**src/rtl/ctpq_ram.sv**
```systemverilog
`timescale 1ns / 1ps
// ----------------------------------------------------------------------------
// ctpq_ram
// Simple dual-port RAM: one write port, one read port with registered data.
// ----------------------------------------------------------------------------
module ctpq_ram #(
    parameter int WIDTH = 8,
    parameter int DEPTH = 2
) (
    input  logic                     clk,
    input  logic                     we,
    input  logic [$clog2(DEPTH)-1:0] waddr,
    input  logic [WIDTH-1:0]         wdata,
    input  logic                     re,
    input  logic [$clog2(DEPTH)-1:0] raddr,
    output logic [WIDTH-1:0]         rdata
);

    logic [WIDTH-1:0] mem [DEPTH];

    always_ff @(posedge clk)
    begin
        if (we)
        begin
            mem[waddr] <= wdata;
        end
        if (re)
        begin
            rdata <= mem[raddr];
        end
    end

endmodule

```
**config.mk**
```make
export PLATFORM = sky130hd
export DESIGN_NAME = ctpq_ram
export DESIGN_NICKNAME = d
export VERILOG_FILES = /design/src/rtl/ctpq_ram.sv
export SDC_FILE = /design/constraint.sdc
export NUM_CORES = 1
export LEC_CHECK = 0
export BUFFER_PORTS_ARGS = -buffer_cell sky130_fd_sc_hd__buf_2
export CAP_MARGIN = 20
export CELL_PAD_IN_SITES_DETAIL_PLACEMENT = 1
export CELL_PAD_IN_SITES_GLOBAL_PLACEMENT = 1
export CORE_MARGIN = 1
export CORE_UTILIZATION = 40
export DETAILED_ROUTE_END_ITERATION = 10
export GPL_ROUTABILITY_DRIVEN = 0
export GPL_TIMING_DRIVEN = 1
export PLACE_DENSITY_LB_ADDON = 0.1
export SLEW_MARGIN = 20
export SYNTH_ARGS = -nofsm -noshare
export SYNTH_HDL_FRONTEND = slang
export SYNTH_SLANG_ARGS = --single-unit
```
**constraint.sdc**
```tcl
create_clock -name clk -period 1.74 [get_ports clk]
set_input_delay 0.261 -clock clk [delete_from_list [all_inputs] [get_ports clk]]
set_output_delay 0.261 -clock clk [all_outputs]
set_load 0.005 [all_outputs]
```
==> out/results.tsv, run 1 <==
stage	metric	value	unit
drt	ANT nets after route	0	
timing	period utilization	0.6140	
clocking	cts hold-fix bufs	0	
timing	final setup fails	0	
timing	RSZ-0062 raised after global routing	no	
cells_and_area	Register Area	720.7	sq um
clocking	Bufs on Longest Clock Path	2	
yosys	FF+latch count, synth	24	
cells_and_area	area of the multi-input gates	132.6	sq um
outcome	status	finished clean	
run	max-cap check violation count	0	
drt	1st-iter DRT viols	3	
yosys	Unique masters post-synth	5	
worst_setup_path	Worst setup EP type	primary output	
timing	fmax	935.9	MHz
yosys	top-count cell post-synth	edfxtp_1	
drt	Via Count	378	
power_and_ir_drop	Peak VDD IR	0.5473	mV
yosys	area leader, netlist	edfxtp_1	
yosys	Synth top cells by count	edfxtp_1, mux2_4, and2_1, buf_6, nor2b_1	
placed_design	Port-buffer cells	20	
power_and_ir_drop	total power	0.9943	mW
worst_setup_path	kind of start point of the critical path	register	
cells_and_area	Antenna diodes	0	
floorplanning	Initial Util	0.4319	
global_routing	initial antenna violation count	0	
worst_setup_path	crit-path max FO	1	
clocking	Clock Sink Count	24	
floorplanning	Die Width	48.49	um
drt	drt pass-1 iters	2	
global_routing	total global routing overflow	0	
cells_and_area	share of layout cells above drive strength 1	0.5424	
timing	final slew viol count	0	
timing	PnR worst setup slack	0.6716	ns
worst_setup_path	slowest CP cell	edfxtp_1	
clocking	CTS Root Cell	clkbuf_4	
clocking	htree depth	1	
floorplanning	core area	0.002002	sq mm
clocking	total CTS buffers	3	
yosys	asr flop ratio synth	0	
timing	Final Skew	0.005151	ns
yosys	Avg Cell Area, Syn	24.70	sq um
cells_and_area	nets@finish	73	
timing	Max-slew headroom	0.7607	
yosys	top cell type's share of synthesized area	0.8336	
power_and_ir_drop	leakage power	0.3982	nW
yosys	largest cells by area after synthesis	edfxtp_1, mux2_4, buf_6	
yosys	mapped cell area	864.6	sq um
global_routing	global-route usage over all layers	0.1082	
global_routing	vias in the first global route	401	
timing	Slew @ Worst Pin	0.3590	ns
timing	Fin. Hold Viols	0	
power_and_ir_drop	pwr/cell area	973.8	mW/mm^2
clocking	# Post-CTS Setup Buffers	0	
worst_setup_path	CP Class	reg -> out	
worst_setup_path	buffer and inverter count on the worst path	1	
drt	vias per cell	4.395	
cells_and_area	Area Overhead vs Synth	18.09	%
yosys	register area share after synthesis	0.8336	
yosys	number of flops mapped to enable cells by yosys	24	
global_routing	largest net degree at the start of global routing	14	
drt	WL/cell	12.83	um
worst_setup_path	arrival time at the worst endpoint	0.81	ns
global_routing	first-pass GRT wire length	1828	um
cells_and_area	Fillers	198	
worst_hold_path	HP Class	in -> reg	
floorplanning	cell row count	16	
timing	setup TNS	0	ns
floorplanning	number of primary I/O pins	21	
clocking	Clock transition at path regs	0.12	ns
drt	Residual DRC	0	
cells_and_area	Non-Filler Instances	86	
worst_setup_path	CP Data Required Time	1.48	ns
worst_setup_path	CP cell instances	buf_2	
floorplanning	die area	0.002351	sq mm
floorplanning	die height	48.49	um
placed_design	Placed Cells incl. Taps	82	
yosys	post-synthesis instance total	35	
clocking	Post-CTS Resized	0	
clocking	CTS tree	done	
worst_setup_path	Worst path top cell family by delay	flip-flops	
worst_setup_path	slowest stage delay, CP	0.38	ns
yosys	Main synth FF type	edfxtp_1	
drt	WL final	1103	um
yosys	Synthesized Nets	48	
clocking	Clock Latency Late Sink	0.30	ns
cells_and_area	Final Util	0.5100	
timing	fin crit period	1.068	ns
placed_design	pre-CTS WS	0.6143	ns
yosys	Yosys warnings	0	
-- state kept, by name, summed over array words and instances, names as in the netlist --
signal,count
rdata,8
mem,16
-- cell usage in the layout (no fill, tap or decap) --
cell type / count
buf_2: 20
nor2b_1: 1
edfxtp_1: 24
buf_4: 1
clkbuf_4: 3
and2_1: 1
clkinv_1: 1
mux2_4: 8
-- cells by family after synthesis --
group                  after synthesis  synth area share
buffers and inverters                1           0.01302
multiplexers                         8            0.1389
AND/OR/NAND/NOR                      2           0.01448
flip-flops                          24            0.8336
-- area by class of cell --
| type | instances | area share |
|---|---|---|
| Clock inverter | 1 | 0.003676 |
| Clock buffer | 3 | 0.02206 |
| Timing Repair Buffer | 21 | 0.1054 |
| Sequential cell | 24 | 0.7059 |
| Multi-Input combinational cell | 10 | 0.1299 |
| Tap cell | 27 | 0.03309 |
-- final timing paths --
path / depth (start not counted) / from / slack, ns / to
max: 1 / rdata[2]$_DFFE_PP_ / 0.67 / rdata[2]
min: 1 / wdata[5] / 0.14 / mem[0][5]$_DFFE_PP_
max reg2reg: 1 / mem[0][1]$_DFFE_PP_ / 0.84 / rdata[1]$_DFFE_PP_
min reg2reg: 1 / mem[0][0]$_DFFE_PP_ / 0.56 / rdata[0]$_DFFE_PP_
-- metrics by stage --
| stage | hold slack (ns) | cell area, sq um |
|---|---|---|
| floorplan | 0.3599 | 864.6 |
| global placement | 0.4481 | 994.7 |
| detailed placement | 0.4554 | 994.7 |
| CTS | 0.1287 | 1021 |
| global route | 0.1158 | 1021 |
| finish | 0.1439 | 1021 |
-- report_power, final --
| part | internal [mW] | switching [mW] | total, mW |
|---|---|---|---|
| clock network | 0.0834 | 0.143 | 0.226 |
| registers | 0.682 | 0.00969 | 0.692 |
| logic | 0.0451 | 0.0309 | 0.0761 |
| total | 0.811 | 0.184 | 0.994 |
-- per-layer routing --
layer  wire, um  GRT usage
met5          0          0
met4         11    0.07353
met3         55    0.02201
met2        593     0.2019
met1        442     0.1064
(Power assumes the default switching activity.)
==> run 2: changes to the inputs <==
--- a/config.mk
+++ b/config.mk
@@ -5,6 +5,7 @@
 export SDC_FILE = /design/constraint.sdc
 export NUM_CORES = 1
 export LEC_CHECK = 0
+export ABC_AREA = 1
 export BUFFER_PORTS_ARGS = -buffer_cell sky130_fd_sc_hd__buf_2
 export CAP_MARGIN = 20
 export CELL_PAD_IN_SITES_DETAIL_PLACEMENT = 1
==> constraint.sdc (replaced) <==
create_clock -name clk -period 1.05 [get_ports clk]
set_input_delay 0.1575 -clock clk [delete_from_list [all_inputs] [get_ports clk]]
set_output_delay 0.1575 -clock clk [all_outputs]
set_load 0.005 [all_outputs]
==> out/results.tsv, run 2 <==
stage	metric	value	unit
outcome	status	finished clean	
drt	drt pass-1 iters	2	
yosys	FF+latch count, synth	24	
floorplanning	die area	0.002289	sq mm
yosys	register area share after synthesis	0.8571	
clocking	CTS Root Cell	clkbuf_4	
cells_and_area	Final Util	0.5083	
drt	1st-iter DRT viols	10	
cells_and_area	share of layout cells above drive strength 1	0.3205	
floorplanning	cell row count	16	
cells_and_area	commonest non-fill, non-tap cell in the layout	nand2_1	
power_and_ir_drop	Peak VDD IR	0.9594	mV
global_routing	vias in the first global route	387	
clocking	Clock transition at path regs	0.11	ns
cells_and_area	most frequent cells in the layout	nand2_1, edfxtp_1, buf_2	
worst_setup_path	arrival time at the worst endpoint	0.80	ns
drt	Residual DRC	0	
cells_and_area	Non-Filler Instances	105	
floorplanning	core area	0.001962	sq mm
floorplanning	Die Width	47.85	um
cells_and_area	Antenna diodes	0	
worst_setup_path	reg-to-reg slack, setup	0.30	ns
timing	Slew @ Worst Pin	0.3083	ns
drt	WL/cell	10.43	um
worst_setup_path	CP Class	reg -> out	
timing	Final Skew	0.001648	ns
floorplanning	number of primary I/O pins	21	
worst_setup_path	kind of start point of the critical path	register	
cells_and_area	Area Overhead vs Synth	18.60	%
clocking	cts hold-fix bufs	0	
timing	WHS	0.03629	ns
global_routing	largest net degree at the start of global routing	14	
drt	vias per cell	4.333	
clocking	Bufs on Longest Clock Path	2	
yosys	largest family of logic cells by synthesized area	simple AND/OR/NAND/NOR gates	
drt	ANT nets after route	0	
global_routing	initial antenna violation count	0	
worst_setup_path	worst r2r dst	rdata[3]$_DFFE_PP_	
yosys	Main synth FF type	edfxtp_1	
timing	setup TNS	0	ns
worst_setup_path	FF-to-FF path depth	2	
worst_setup_path	CP Launch Point	rdata[0]$_DFFE_PP_	
floorplanning	Initial Util	0.4286	
placed_design	Port-buffer cells	20	
yosys	area leader, netlist	edfxtp_1	
placed_design	pre-CTS WS	0.1511	ns
global_routing	total global routing overflow	0	
placed_design	DP HPWL	837.6	um
global_routing	first-pass GRT wire length	1635	um
cells_and_area	Largest register FFs	16	
clocking	# Post-CTS Setup Buffers	0	
yosys	Yosys warnings	0	
yosys	Compound-Gate Fraction of Synth Area	0	
timing	RSZ-0062 raised after global routing	no	
clocking	total CTS buffers	3	
worst_setup_path	CP endpoint	rdata[0]	
clocking	Clock Sink Count	24	
drt	Via Count	455	
placed_design	Placed Cells incl. Taps	101	
worst_setup_path	slowest CP cell	edfxtp_1	
timing	period utilization	0.9164	
cells_and_area	nets@finish	92	
timing	Max-slew headroom	0.7942	
power_and_ir_drop	leakage power	0.4216	nW
worst_setup_path	CP Data Required Time	0.89	ns
worst_setup_path	CP cell instances	buf_2	
yosys	Synth top cells by count	nand2_1, edfxtp_1, inv_1	
yosys	Avg Cell Area, Syn	15.57	sq um
clocking	htree depth	1	
worst_setup_path	Critical R2R Launch	mem[1][3]$_DFFE_PP_	
timing	final slew viol count	0	
yosys	top-count cell post-synth	nand2_1	
yosys	post-synthesis instance total	54	
power_and_ir_drop	pwr/cell area	1635	mW/mm^2
worst_setup_path	Worst path top cell family by delay	flip-flops	
drt	WL final	1095	um
floorplanning	die height	47.85	um
yosys	asr flop ratio synth	0	
global_routing	global-route usage over all layers	0.1114	
yosys	top cell type's share of synthesized area	0.8571	
clocking	Post-CTS Resized	0	
worst_setup_path	Worst setup EP type	primary output	
yosys	Synth Area in XOR/XNOR	0	
worst_setup_path	slowest stage delay, CP	0.37	ns
cells_and_area	Largest regs	mem x16, rdata x8	
yosys	Unique masters post-synth	6	
yosys	multiplexer area fraction after synthesis	0	
yosys	largest cells by area after synthesis	edfxtp_1, nand2_1, buf_6	
timing	Fin. Hold Viols	0	
yosys	mapped cell area	840.8	sq um
worst_setup_path	Crit path depth	1	
timing	fmax	1039	MHz
timing	PnR worst setup slack	0.08779	ns
yosys	Simple-Gate Fraction of Synth Area	0.1161	
cells_and_area	Largest Register	mem	
run	max-cap check violation count	0	
yosys	Post-Synth Adder-Cell Area	0	
worst_setup_path	crit-path max FO	1	
yosys	Synthesized Nets	67	
clocking	Clock Latency Late Sink	0.30	ns
timing	final setup fails	0	
timing	fin crit period	0.9622	ns
yosys	number of flops mapped to enable cells by yosys	24	
clocking	CTS tree	done	
worst_setup_path	buffer and inverter count on the worst path	1	
worst_hold_path	HP Class	in -> reg	
[run 2: final cells by class]
class / instances / area (sq um)
Sequential cell: 24 / 720.7
Multi-Input combinational cell: 26 / 97.59
Clock inverter: 1 / 3.754
Inverter: 3 / 11.26
Fill cell: 222 / 964.7
Timing Repair Buffer: 21 / 107.6
Tap cell: 27 / 33.78
Clock buffer: 3 / 22.52
[run 2: cells by family after synthesis]
family	Yosys count
buffers and inverters	4
flip-flops	24
AND/OR/NAND/NOR	26
[run 2: where the power goes]
part	internal (mW)	switching, mW
registers	1.13	0.0153
clock network	0.139	0.241
logic	0.0456	0.0608
total	1.31	0.317
[run 2: worst min path at each step]
stage	startpoint	end	slack, ns	cells past startpoint
after floorplan	wdata[0]	mem[0][0]$_DFFE_PP_	0.26	0
after global placement	wdata[0]	mem[0][0]$_DFFE_PP_	0.35	1
after detailed placement	wdata[1]	mem[0][1]$_DFFE_PP_	0.35	1
after CTS	wdata[2]	mem[0][2]$_DFFE_PP_	0.02	1
after global routing	wdata[2]	mem[0][2]$_DFFE_PP_	0.02	1
final	wdata[2]	mem[1][2]$_DFFE_PP_	0.04	1
[run 2: per-stage QoR]
stage                     instance area, sq um  total power [mW]
after global routing                     997.2             1.701
after detailed placement                 970.9             1.277
after global placement                   970.9             1.272
after floorplan                          840.8             1.213
after CTS                                997.2             1.652
final                                    997.2             1.630
[run 2: layer usage]
layer / part of all wire / wire length, um / global-route usage
met3: 0.058 / 63 / 0.02264
met2: 0.46 / 507 / 0.1676
met4: 0.025 / 27 / 0.08333
met1: 0.45 / 496 / 0.1418
met5: 0 / 0 / 0
==> run 3: changes to the inputs <==
--- a/config.mk
+++ b/config.mk
@@ -15,7 +15,7 @@
 export DETAILED_ROUTE_END_ITERATION = 10
 export GPL_ROUTABILITY_DRIVEN = 0
 export GPL_TIMING_DRIVEN = 1
-export PLACE_DENSITY_LB_ADDON = 0.1
+export PLACE_DENSITY_LB_ADDON = 0.05
 export SLEW_MARGIN = 20
 export SYNTH_ARGS = -nofsm -noshare
 export SYNTH_HDL_FRONTEND = slang
==> out/results.tsv, run 3 (synthesized netlist as in run 2, its figures left out) <==
stage	metric	value	unit
global_routing	first-pass GRT wire length	1807	um
cells_and_area	Area Overhead vs Synth	18.60	%
cells_and_area	Largest register FFs	16	
timing	final setup fails	0	
clocking	CTS tree	done	
floorplanning	cell row count	16	
clocking	cts hold-fix bufs	0	
timing	PnR worst setup slack	0.08910	ns
run	max-cap check violation count	0	
floorplanning	core area	0.001962	sq mm
timing	RSZ-0062 raised after global routing	no	
clocking	Clock Sink Count	24	
drt	WL/cell	10.75	um
timing	period utilization	0.9151	
timing	Fin. Hold Viols	0	
worst_setup_path	kind of start point of the critical path	register	
clocking	CTS Root Cell	clkbuf_4	
timing	setup TNS	0	ns
cells_and_area	Non-Filler Instances	105	
cells_and_area	Register Area	720.7	sq um
worst_setup_path	Worst path top cell family by delay	flip-flops	
cells_and_area	most frequent cells in the layout	nand2_1, edfxtp_1, buf_2	
drt	drt pass-1 iters	2	
floorplanning	number of primary I/O pins	21	
cells_and_area	area of the multi-input gates	97.59	sq um
clocking	Bufs on Longest Clock Path	2	
power_and_ir_drop	leakage power	0.4216	nW
timing	fmax	1041	MHz
drt	Via Count	449	
worst_hold_path	HP Class	in -> reg	
timing	Max-slew headroom	0.7980	
cells_and_area	Largest Register	mem	
global_routing	largest net degree at the start of global routing	14	
worst_setup_path	Worst setup EP type	primary output	
clocking	Clock Latency Late Sink	0.30	ns
worst_setup_path	CP Class	reg -> out	
power_and_ir_drop	pwr/cell area	1639	mW/mm^2
global_routing	global-route usage over all layers	0.1194	
cells_and_area	Fillers	231	
global_routing	initial antenna violation count	0	
timing	Slew @ Worst Pin	0.3027	ns
cells_and_area	Largest regs	mem x16, rdata x8	
worst_setup_path	arrival time at the worst endpoint	0.80	ns
timing	WHS	0.03996	ns
placed_design	Port-buffer cells	20	
placed_design	placed instance area	970.9	sq um
drt	vias per cell	4.276	
outcome	status	finished clean	
cells_and_area	commonest non-fill, non-tap cell in the layout	nand2_1	
drt	Residual DRC	0	
clocking	Post-CTS Resized	0	
worst_setup_path	buffer and inverter count on the worst path	1	
clocking	total CTS buffers	3	
global_routing	vias in the first global route	424	
cells_and_area	Final Util	0.5083	
power_and_ir_drop	Peak VDD IR	0.7052	mV
floorplanning	Initial Util	0.4286	
cells_and_area	Antenna diodes	0	
worst_setup_path	slowest CP cell	edfxtp_1	
worst_setup_path	CP Data Required Time	0.89	ns
drt	1st-iter DRT viols	13	
timing	final slew viol count	0	
global_routing	total global routing overflow	0	
worst_setup_path	CP cell instances	buf_2	
floorplanning	Die Width	47.85	um
timing	Final Skew	0.004576	ns
timing	fin crit period	0.9609	ns
drt	WL final	1129	um
clocking	Clock transition at path regs	0.12	ns
worst_setup_path	crit-path max FO	1	
cells_and_area	fin area	997.2	sq um
worst_setup_path	slowest stage delay, CP	0.37	ns
power_and_ir_drop	total power	1.635	mW
clocking	htree depth	1	
cells_and_area	nets@finish	92	
floorplanning	die height	47.85	um
placed_design	pre-CTS WS	0.1681	ns
placed_design	Placed Cells incl. Taps	101	
floorplanning	die area	0.002289	sq mm
cells_and_area	share of layout cells above drive strength 1	0.3205	
clocking	# Post-CTS Setup Buffers	0	
drt	ANT nets after route	0	
==> run 3: cell counts in the layout (fill, tap and decap cells not counted) <==
Identical to the previous run, type by type.
==> run 3: final cells by class <==
cell class / count / area share
Timing Repair Buffer: 21 / 0.1079
Tap cell: 27 / 0.03388
Clock inverter: 1 / 0.003764
Clock buffer: 3 / 0.02258
Multi-Input combinational cell: 26 / 0.09787
Sequential cell: 24 / 0.7227
Inverter: 3 / 0.01129
==> run 3: where the power goes <==
| group | internal [mW] | switching (mW) | leakage (nW) |
|---|---|---|---|
| Combinational | 0.0456 | 0.0608 | 0.177 |
| Sequential | 1.13 | 0.0157 | 0.230 |
| Clock | 0.138 | 0.245 | 0.0154 |
==> run 3: path summary, 6_finish.rpt <==
kind,from,endpoint,slack (ns),cells after the start
setup / recovery,rdata[2]$_DFFE_PP_,rdata[2],0.09,1
hold / removal,wdata[4],mem[0][4]$_DFFE_PP_,0.04,1
setup reg to reg,mem[1][1]$_DFFE_PP_,rdata[1]$_DFFE_PP_,0.30,2
hold reg to reg,mem[1][0]$_DFFE_PP_,rdata[0]$_DFFE_PP_,0.53,2
==> run 3: layer usage <==
metal  up-vias  GRT usage  part of all wire
met5         -          0                 0
met4         0    0.06667            0.0035
met3         2    0.02264             0.062
met2        18     0.1892              0.50
met1       198     0.1537              0.44
li1        231          -                 -
